$ cat src/rtl/mks_pkg.sv
// shared constants and word types for the matrix keypad scanner
// no dependencies; imported by matrix_keypad_scanner
`default_nettype none

package mks_pkg;

  localparam int ROWS   = 6;
  localparam int COLS   = 4;
  localparam int NKEYS  = COLS * ROWS;
  localparam int LINES  = (COLS > ROWS) ? COLS : ROWS;

  localparam int COL_W  = $clog2(COLS);
  localparam int ROW_W  = $clog2(ROWS);
  localparam int LINE_W = $clog2(LINES);
  localparam int NCOL_W = $clog2(COLS + 1);
  localparam int NROW_W = $clog2(ROWS + 1);

  // field widths of the result word
  localparam int KEY_W  = 5;
  localparam int HELD_W = 5;

  typedef struct packed {
    logic [COLS-1:0] col_active;
    logic [ROWS-1:0] row_active;
    logic            probe_level;
  } in_t;

  typedef struct packed {
    logic              has_event;
    logic [KEY_W-1:0]  key_index;
    logic              key_down;
    logic [HELD_W-1:0] keys_held;
    logic              last;
  } out_t;

endpackage

`default_nettype wire

$ cat src/rtl/matrix_keypad_scanner.sv
// matrix keypad scanner: line analysis, ghost removal and serial key walk
// depends on mks_pkg for widths and word types
// sequence: line analysis over every column and row line, an evaluation step,
// then a walk over all NKEYS keys, one key per cycle unless a found change waits
// on a stalled output, and a closing step; a rejected scan ends at evaluation
// throughput: one scan at a time; in_ready rises with the same edge that registers
// the last word, so a new scan is not taken before the last one is done
// synchronous active-low reset clears the stored key state to all released
`default_nettype none

module matrix_keypad_scanner (
  input  wire logic          clk,
  input  wire logic          rst_n,
  input  wire logic          in_valid,
  output logic               in_ready,
  input  wire mks_pkg::in_t  in_data,
  output logic               out_valid,
  input  wire logic          out_ready,
  output mks_pkg::out_t      out_data
);
  import mks_pkg::*;

  localparam logic [2:0] S_IDLE   = 3'd0;
  localparam logic [2:0] S_SCAN   = 3'd1;
  localparam logic [2:0] S_EVAL   = 3'd2;
  localparam logic [2:0] S_WALK   = 3'd3;
  localparam logic [2:0] S_FINISH = 3'd4;

  logic [2:0]        state_r, state_nxt;
  logic [NKEYS-1:0]  rep_r, rep_nxt;
  logic              out_valid_r, out_valid_nxt;
  out_t              out_r, out_nxt;
  logic              pend_valid_r, pend_valid_nxt;
  logic [KEY_W-1:0]  pend_idx_r, pend_idx_nxt;
  logic              pend_down_r, pend_down_nxt;

  // line analysis shift registers
  logic [COLS-1:0]   scan_col_r, scan_col_nxt;
  logic [ROWS-1:0]   scan_row_r, scan_row_nxt;
  logic [LINE_W-1:0] line_r, line_nxt;
  logic [NCOL_W-1:0] ncol_r, ncol_nxt;
  logic [NROW_W-1:0] nrow_r, nrow_nxt;
  logic [COL_W-1:0]  ci0_r, ci0_nxt, ci1_r, ci1_nxt;
  logic [ROW_W-1:0]  ri0_r, ri0_nxt, ri1_r, ri1_nxt;
  logic              probe_r, probe_nxt;
  logic              ghost_r, ghost_nxt;
  logic [HELD_W-1:0] held_r, held_nxt;

  // key walk
  logic [COLS-1:0]   walk_col_r, walk_col_nxt;
  logic [ROWS-1:0]   walk_row_r, walk_row_nxt;
  logic [COL_W-1:0]  col_r, col_nxt;
  logic [ROW_W-1:0]  row_r, row_nxt;
  logic [KEY_W-1:0]  key_r, key_nxt;

  logic out_free;
  logic accept_scan;
  logic ghost_key;
  logic seen;
  logic diff;

  assign out_free  = !out_valid_r || out_ready;
  assign in_ready  = (state_r == S_IDLE);
  assign out_valid = out_valid_r;
  assign out_data  = out_r;

  assign accept_scan = (nrow_r == NROW_W'(1)) || (ncol_r == NCOL_W'(1)) ||
                       (ncol_r == '0) ||
                       ((nrow_r == NROW_W'(2)) && (ncol_r == NCOL_W'(2)));

  always_comb begin
    ghost_key = 1'b0;
    if (ghost_r) begin
      if (!probe_r) begin
        ghost_key = ((col_r == ci0_r) && (row_r == ri0_r)) ||
                    ((col_r == ci1_r) && (row_r == ri1_r));
      end else begin
        ghost_key = ((col_r == ci1_r) && (row_r == ri0_r)) ||
                    ((col_r == ci0_r) && (row_r == ri1_r));
      end
    end
  end

  assign seen = walk_col_r[0] && walk_row_r[0] && !ghost_key;
  assign diff = seen ^ rep_r[0];

  always_comb begin
    state_nxt      = state_r;
    rep_nxt        = rep_r;
    out_valid_nxt  = out_valid_r && !out_ready;
    out_nxt        = out_r;
    pend_valid_nxt = pend_valid_r;
    pend_idx_nxt   = pend_idx_r;
    pend_down_nxt  = pend_down_r;
    scan_col_nxt   = scan_col_r;
    scan_row_nxt   = scan_row_r;
    line_nxt       = line_r;
    ncol_nxt       = ncol_r;
    nrow_nxt       = nrow_r;
    ci0_nxt        = ci0_r;
    ci1_nxt        = ci1_r;
    ri0_nxt        = ri0_r;
    ri1_nxt        = ri1_r;
    probe_nxt      = probe_r;
    ghost_nxt      = ghost_r;
    held_nxt       = held_r;
    walk_col_nxt   = walk_col_r;
    walk_row_nxt   = walk_row_r;
    col_nxt        = col_r;
    row_nxt        = row_r;
    key_nxt        = key_r;

    unique case (state_r)
      S_IDLE: begin
        if (in_valid) begin
          scan_col_nxt = in_data.col_active;
          // rows only count with some column active
          scan_row_nxt = (in_data.col_active == '0) ? '0 : in_data.row_active;
          walk_col_nxt = in_data.col_active;
          walk_row_nxt = in_data.row_active;
          probe_nxt    = in_data.probe_level;
          line_nxt     = '0;
          ncol_nxt     = '0;
          nrow_nxt     = '0;
          ci0_nxt      = '0;
          ci1_nxt      = '0;
          ri0_nxt      = '0;
          ri1_nxt      = '0;
          state_nxt    = S_SCAN;
        end
      end

      S_SCAN: begin
        // one column line and one row line per cycle
        if (scan_col_r[0]) begin
          if (ncol_r == '0) begin
            ci0_nxt = line_r[COL_W-1:0];
          end else if (ncol_r == NCOL_W'(1)) begin
            ci1_nxt = line_r[COL_W-1:0];
          end
          ncol_nxt = ncol_r + NCOL_W'(1);
        end
        if (scan_row_r[0]) begin
          if (nrow_r == '0) begin
            ri0_nxt = line_r[ROW_W-1:0];
          end else if (nrow_r == NROW_W'(1)) begin
            ri1_nxt = line_r[ROW_W-1:0];
          end
          nrow_nxt = nrow_r + NROW_W'(1);
        end
        scan_col_nxt = scan_col_r >> 1;
        scan_row_nxt = scan_row_r >> 1;
        line_nxt     = line_r + LINE_W'(1);
        if (line_r == LINE_W'(LINES - 1)) begin
          state_nxt = S_EVAL;
        end
      end

      S_EVAL: begin
        ghost_nxt = (ncol_r == NCOL_W'(2)) && (nrow_r == NROW_W'(2));
        priority if (nrow_r == NROW_W'(1)) begin
          held_nxt = HELD_W'(ncol_r);
        end else if (ncol_r == NCOL_W'(1)) begin
          held_nxt = HELD_W'(nrow_r);
        end else if (ncol_r == '0) begin
          held_nxt = '0;
        end else begin
          // two by two less the ghost pair
          held_nxt = HELD_W'(2);
        end
        col_nxt        = '0;
        row_nxt        = '0;
        key_nxt        = '0;
        pend_valid_nxt = 1'b0;
        if (!accept_scan) begin
          if (out_free) begin
            out_nxt       = '{has_event: 1'b0, key_index: '0, key_down: 1'b0,
                              keys_held: '0, last: 1'b1};
            out_valid_nxt = 1'b1;
            state_nxt     = S_IDLE;
          end
        end else begin
          state_nxt = S_WALK;
        end
      end

      S_WALK: begin
        // a found change waits in the pending slot until the next one proves it not last
        if (!diff || !pend_valid_r || out_free) begin
          rep_nxt      = {seen, rep_r[NKEYS-1:1]};
          walk_row_nxt = {walk_row_r[0], walk_row_r[ROWS-1:1]};
          if (diff) begin
            if (pend_valid_r) begin
              out_nxt       = '{has_event: 1'b1, key_index: pend_idx_r,
                                key_down: pend_down_r, keys_held: held_r,
                                last: 1'b0};
              out_valid_nxt = 1'b1;
            end
            pend_valid_nxt = 1'b1;
            pend_idx_nxt   = key_r;
            pend_down_nxt  = seen;
          end
          key_nxt = key_r + KEY_W'(1);
          if (row_r == ROW_W'(ROWS - 1)) begin
            row_nxt      = '0;
            col_nxt      = col_r + COL_W'(1);
            walk_col_nxt = walk_col_r >> 1;
          end else begin
            row_nxt = row_r + ROW_W'(1);
          end
          if (key_r == KEY_W'(NKEYS - 1)) begin
            state_nxt = S_FINISH;
          end
        end
      end

      S_FINISH: begin
        if (out_free) begin
          if (pend_valid_r) begin
            out_nxt = '{has_event: 1'b1, key_index: pend_idx_r,
                        key_down: pend_down_r, keys_held: held_r, last: 1'b1};
          end else begin
            out_nxt = '{has_event: 1'b0, key_index: '0, key_down: 1'b0,
                        keys_held: held_r, last: 1'b1};
          end
          out_valid_nxt  = 1'b1;
          pend_valid_nxt = 1'b0;
          state_nxt      = S_IDLE;
        end
      end

      default: begin
        state_nxt = S_IDLE;
      end
    endcase
  end

  always_ff @(posedge clk) begin
    if (!rst_n) begin
      state_r      <= S_IDLE;
      rep_r        <= '0;
      out_valid_r  <= 1'b0;
      pend_valid_r <= 1'b0;
    end else begin
      state_r      <= state_nxt;
      rep_r        <= rep_nxt;
      out_valid_r  <= out_valid_nxt;
      pend_valid_r <= pend_valid_nxt;
    end
  end

  always_ff @(posedge clk) begin
    out_r       <= out_nxt;
    pend_idx_r  <= pend_idx_nxt;
    pend_down_r <= pend_down_nxt;
    scan_col_r  <= scan_col_nxt;
    scan_row_r  <= scan_row_nxt;
    line_r      <= line_nxt;
    ncol_r      <= ncol_nxt;
    nrow_r      <= nrow_nxt;
    ci0_r       <= ci0_nxt;
    ci1_r       <= ci1_nxt;
    ri0_r       <= ri0_nxt;
    ri1_r       <= ri1_nxt;
    probe_r     <= probe_nxt;
    ghost_r     <= ghost_nxt;
    held_r      <= held_nxt;
    walk_col_r  <= walk_col_nxt;
    walk_row_r  <= walk_row_nxt;
    col_r       <= col_nxt;
    row_r       <= row_nxt;
    key_r       <= key_nxt;
  end

endmodule

`default_nettype wire
$ cat config.mk
export PLATFORM = sky130hd
export DESIGN_NAME = matrix_keypad_scanner
export DESIGN_NICKNAME = d
export VERILOG_FILES = /design/src/rtl/mks_pkg.sv /design/src/rtl/matrix_keypad_scanner.sv
export SDC_FILE = /design/constraint.sdc
export NUM_CORES = 1
export LEC_CHECK = 0
export ABC_AREA = 1
export BUFFER_PORTS_ARGS = -buffer_cell sky130_fd_sc_hd__clkbuf_2
export CAP_MARGIN = 20
export CORE_MARGIN = 2
export CORE_UTILIZATION = 50
export DETAILED_ROUTE_END_ITERATION = 10
export GPL_ROUTABILITY_DRIVEN = 0
export PLACE_DENSITY_LB_ADDON = 0.12
export RECOVER_POWER = 100
export SYNTH_ARGS = -nofsm -noshare
export SYNTH_HDL_FRONTEND = slang
export SYNTH_SLANG_ARGS = --single-unit
$ cat constraint.sdc
create_clock -name clk -period 4.6 [get_ports clk]
set_clock_uncertainty 0.2 [all_clocks]
set_input_delay 0.23 -clock clk [delete_from_list [all_inputs] [get_ports clk]]
set_output_delay 0.23 -clock clk [all_outputs]
set_load 0.02 [all_outputs]
==> impl_metrics.json <==
{
  "clock.fmax_ghz": 0.3203,
  "cp_num_buf_inv": 4,
  "post_drt_wl_per_cell_um": 13.86,
  "pwr-share-seq_pct": 57.1,
  "ctsResizeCount": 0,
  "wirelength_mm": 8.511,
  "intPower_mw": 1.429,
  "fp.dieArea_mm2": 0.01004,
  "fin_crit_ns": 3.122,
  "rows": 35,
  "clk_pin_slew_ns": 0.09,
  "netlist-cell-type-count": 39,
  "hold_end": "state_r[0]$_SDFFE_PN0P_",
  "initial_utilization_pct": 50.80,
  "clockBufferDepth": 2,
  "switchingPower_mw": 0.6119,
  "drive_gt1_share_pct": 12.13,
  "p_leak_nw": 1.973,
  "p_per_area_mw_per_mm2": 408.2,
  "synth_edf_count": 71,
  "rsz0062_at_grt": "no",
  "cp_top_family": "simple AND/OR/NAND/NOR gates",
  "clock_sinks": 100,
  "crit_chain": "clkinv_1 -> nand2_1 -> nor2_1 -> inv_1 -> nand2_1 -> inv_1 -> nand2_1 -> nand3_1 -> nor3_1 -> buf_4",
  "final.setup.tns_ns": 0,
  "die_y_um": 100.2,
  "grt_max_degree": 31,
  "arrival_ns": 2.98,
  "final_antenna_net_count": 0,
  "switching_share_pct": 29.99,
  "min_period_over_period_pct": 67.86,
  "antenna_cells": 0,
  "hold_viol": 0,
  "clockRootBuffer": "clkbuf_8",
  "coreArea_mm2": 0.009109,
  "hp-start": "in_valid",
  "syn-instance-count": 465,
  "slew_violations": 0,
  "gr-usage-met1_pct": 24.10,
  "io-pin-count": 30,
  "r2r_slack_ns": 1.48,
  "vias": 3099,
  "holdWs_ns": 0.03007,
  "cpPeakStageDelay_ns": 0.71,
  "crit_type": "register to register",
  "reg2reg_to": "out_data[8]$_DFFE_PP_",
  "async_flop_share_pct": 0,
  "design_area_mm2": 0.004999,
  "drc": 0,
  "dp_slack_ns": 1.889,
  "maxCapViolations": 0,
  "whs_path_depth": 5,
  "synth_seq_cells": 100,
  "crit_slowest_cell": "nor2_1",
  "postSynthAreaPerCell_um2": 9.950,
  "required_ns": 4.46,
  "placed_cell_area_mm2": 0.004832,
  "cts_tree": "done",
  "startpoint_type": "register",
  "comb_power_share_pct": 17.8,
  "clkPwrFrac_pct": 25.1,
  "io_buffer_count": 27,
  "critPathCaptureType": "register",
  "peakVddDrop_uv": 155.2,
  "cts_setup_buffers": 0,
  "initialDrtViolationCount": 141,
  "r2r_cells": 10,
  "setup_ws_ns": 1.478,
  "vias_per_cell": 5.047,
  "syn-cell-area_mm2": 0.004627,
  "groute.usage.overall_pct": 18.42,
  "cts_buffers": 9,
  "clock_latency_ns": 0.36,
  "die_x_um": 100.2,
  "cpMostUsedCell": "nand2_1",
  "grtUsageMet3_pct": 3.621,
  "cp_max_fo": 17,
  "nFillCells": 873,
  "finalSetupViolations": 0,
  "status": "finished, final reports clean",
  "first_pass_iters": 5,
  "synth_seq_area_share_pct": 58.63,
  "met2_usage_pct": 30.67,
  "grt_pass1_wl_mm": 14.42,
  "h-tree-depth": 3,
  "final_nets": 526,
  "worstMarginPinSlew_ns": 1.033,
  "grt_pass1_vias": 3098,
  "reg2reg_from": "state_r[2]$_SDFFE_PN0P_",
  "antenna_found_initial": 0,
  "ys_warn_count": 0,
  "hp-class": "primary input to register",
  "busiest_layer": "met2",
  "syn2layout_area_growth_pct": 8.031,
  "grt_overflow": 0,
  "relSlewSlack_pct": 31.03,
  "dp_hpwl_mm": 5.998,
  "ys.flop_type": "edfxtp_1"
}
-- cells in the mapped netlist, drive strengths merged (3+ instances only) --
cell,count,share of area (%)
a21oi,30,4.6
buf,7,1.4
clkbuf,9,0.73
dfxtp,29,13
edfxtp,71,46
ha,13,3.5
inv,64,5.2
nand2,99,9.4
nand3,36,4.4
nand4,3,0.54
nor2,52,4.4
nor3,4,0.43
o21ai,23,2.5
o31ai,4,0.65
xnor2,5,0.95
xor2,7,1.3
-- worst max path at each step --
stage | end | startpoint | cells past startpoint
floorplan | out_data[0]$_DFFE_PP_ | row_r[0]$_SDFFCE_PP0P_ | 12
global placement | key_r[4]$_SDFFCE_PN0P_ | row_r[2]$_SDFFCE_PP0P_ | 14
detailed placement | key_r[3]$_SDFFCE_PN0P_ | row_r[2]$_SDFFCE_PP0P_ | 14
CTS | key_r[0]$_SDFFCE_PN0P_ | row_r[0]$_SDFFCE_PP0P_ | 11
global route | out_data[1]$_DFFE_PP_ | state_r[2]$_SDFFE_PN0P_ | 10
finish | out_data[8]$_DFFE_PP_ | state_r[2]$_SDFFE_PN0P_ | 10
-- cell type report --
cell class | instances | area, um^2 | share of cell area [%]
Sequential cell | 100 | 2713 | 54.27
Tap cell | 111 | 138.9 | 2.778
Multi-Input combinational cell | 285 | 1520 | 30.41
Clock inverter | 6 | 38.79 | 0.7760
Timing Repair Buffer | 37 | 206.4 | 4.130
Clock buffer | 10 | 137.6 | 2.753
Inverter | 65 | 244.0 | 4.881
-- metrics by stage --
stage | std cells | total power [mW] | utilization [%]
after floorplan | 466 | 1.447 | -
after global placement | 591 | 1.543 | 53.05
after detailed placement | 591 | 1.560 | 53.05
after CTS | 614 | 2.072 | 55.76
after global routing | 614 | 2.165 | 54.88
final | 614 | 2.041 | 54.88
-- what timing repair did --
item,in CTS,in global routing
hold buffers,7,0
endpoints found under the hold margin,9,0
endpoints found under the setup margin,0,0
-- logic make-up after synthesis --
group	synth area share, %
buf+inv	7.436
xor+xnor	2.271
compound gates	8.464
simple gates	19.61
fa+ha+maj	3.516
other cells	0.08105
flops	58.63
-- placed cells by master, fill, tap and decap left out, types with 2 or more instances in the layout --
master,synthesis,layout
a21oi_2,17,15
clkbuf_1,9,15
xor2_1,7,7
inv_2,14,7
ha_1,13,13
conb_1,1,2
nor3_1,4,4
o31ai_1,4,4
o21ai_1,10,2
nand2_2,16,3
a21oi_1,13,15
buf_4,3,2
clkbuf_8,0,10
nand4_1,2,3
dfxtp_1,29,29
inv_1,50,54
nand2_1,81,94
dlygate4sd3_1,0,7
nor2_1,49,50
clkinv_2,0,2
xnor2_1,5,5
o21ai_0,13,21
nor2_2,3,2
clkinv_1,1,5
edfxtp_1,71,71
clkbuf_2,0,13
nand3_1,33,34
-- sequential cells by signal, summed over array words and instances, names as in the netlist, 4 cells and up --
signal,count
rep_r,24
out_data,11
scan_row_r,6
walk_row_r,6
key_r,5
pend_idx_r,5
scan_col_r,4
walk_col_r,4
-- metal layers --
metal | share of wire, % | vias to the layer above
li1 | - | 1586
met1 | 49 | 1448
met2 | 47 | 55
met3 | 2.9 | 10
met4 | 1.2 | 0
met5 | 0 | -
-- power groups by stage --
stage               Combinational (mW)  Clock (mW)  Sequential (mW)
floorplan                        0.265           0             1.18
global placement                 0.360           0             1.18
detailed placement               0.372           0             1.19
CTS                              0.379       0.526             1.17
global route                     0.418       0.568             1.18
finish                           0.363       0.511             1.17
-- worst reg2reg max path, stage by stage, from the launching register on --
cell,delay (ns)
dfxtp_1,0.34
clkinv_1,0.05
nand2_1,0.09
nor2_1,0.71
inv_1,0.55
nand2_1,0.18
inv_1,0.11
nand2_1,0.09
nand3_1,0.11
nor3_1,0.17
buf_4,0.23
Note: power is estimated with default switching activity, not from simulation.
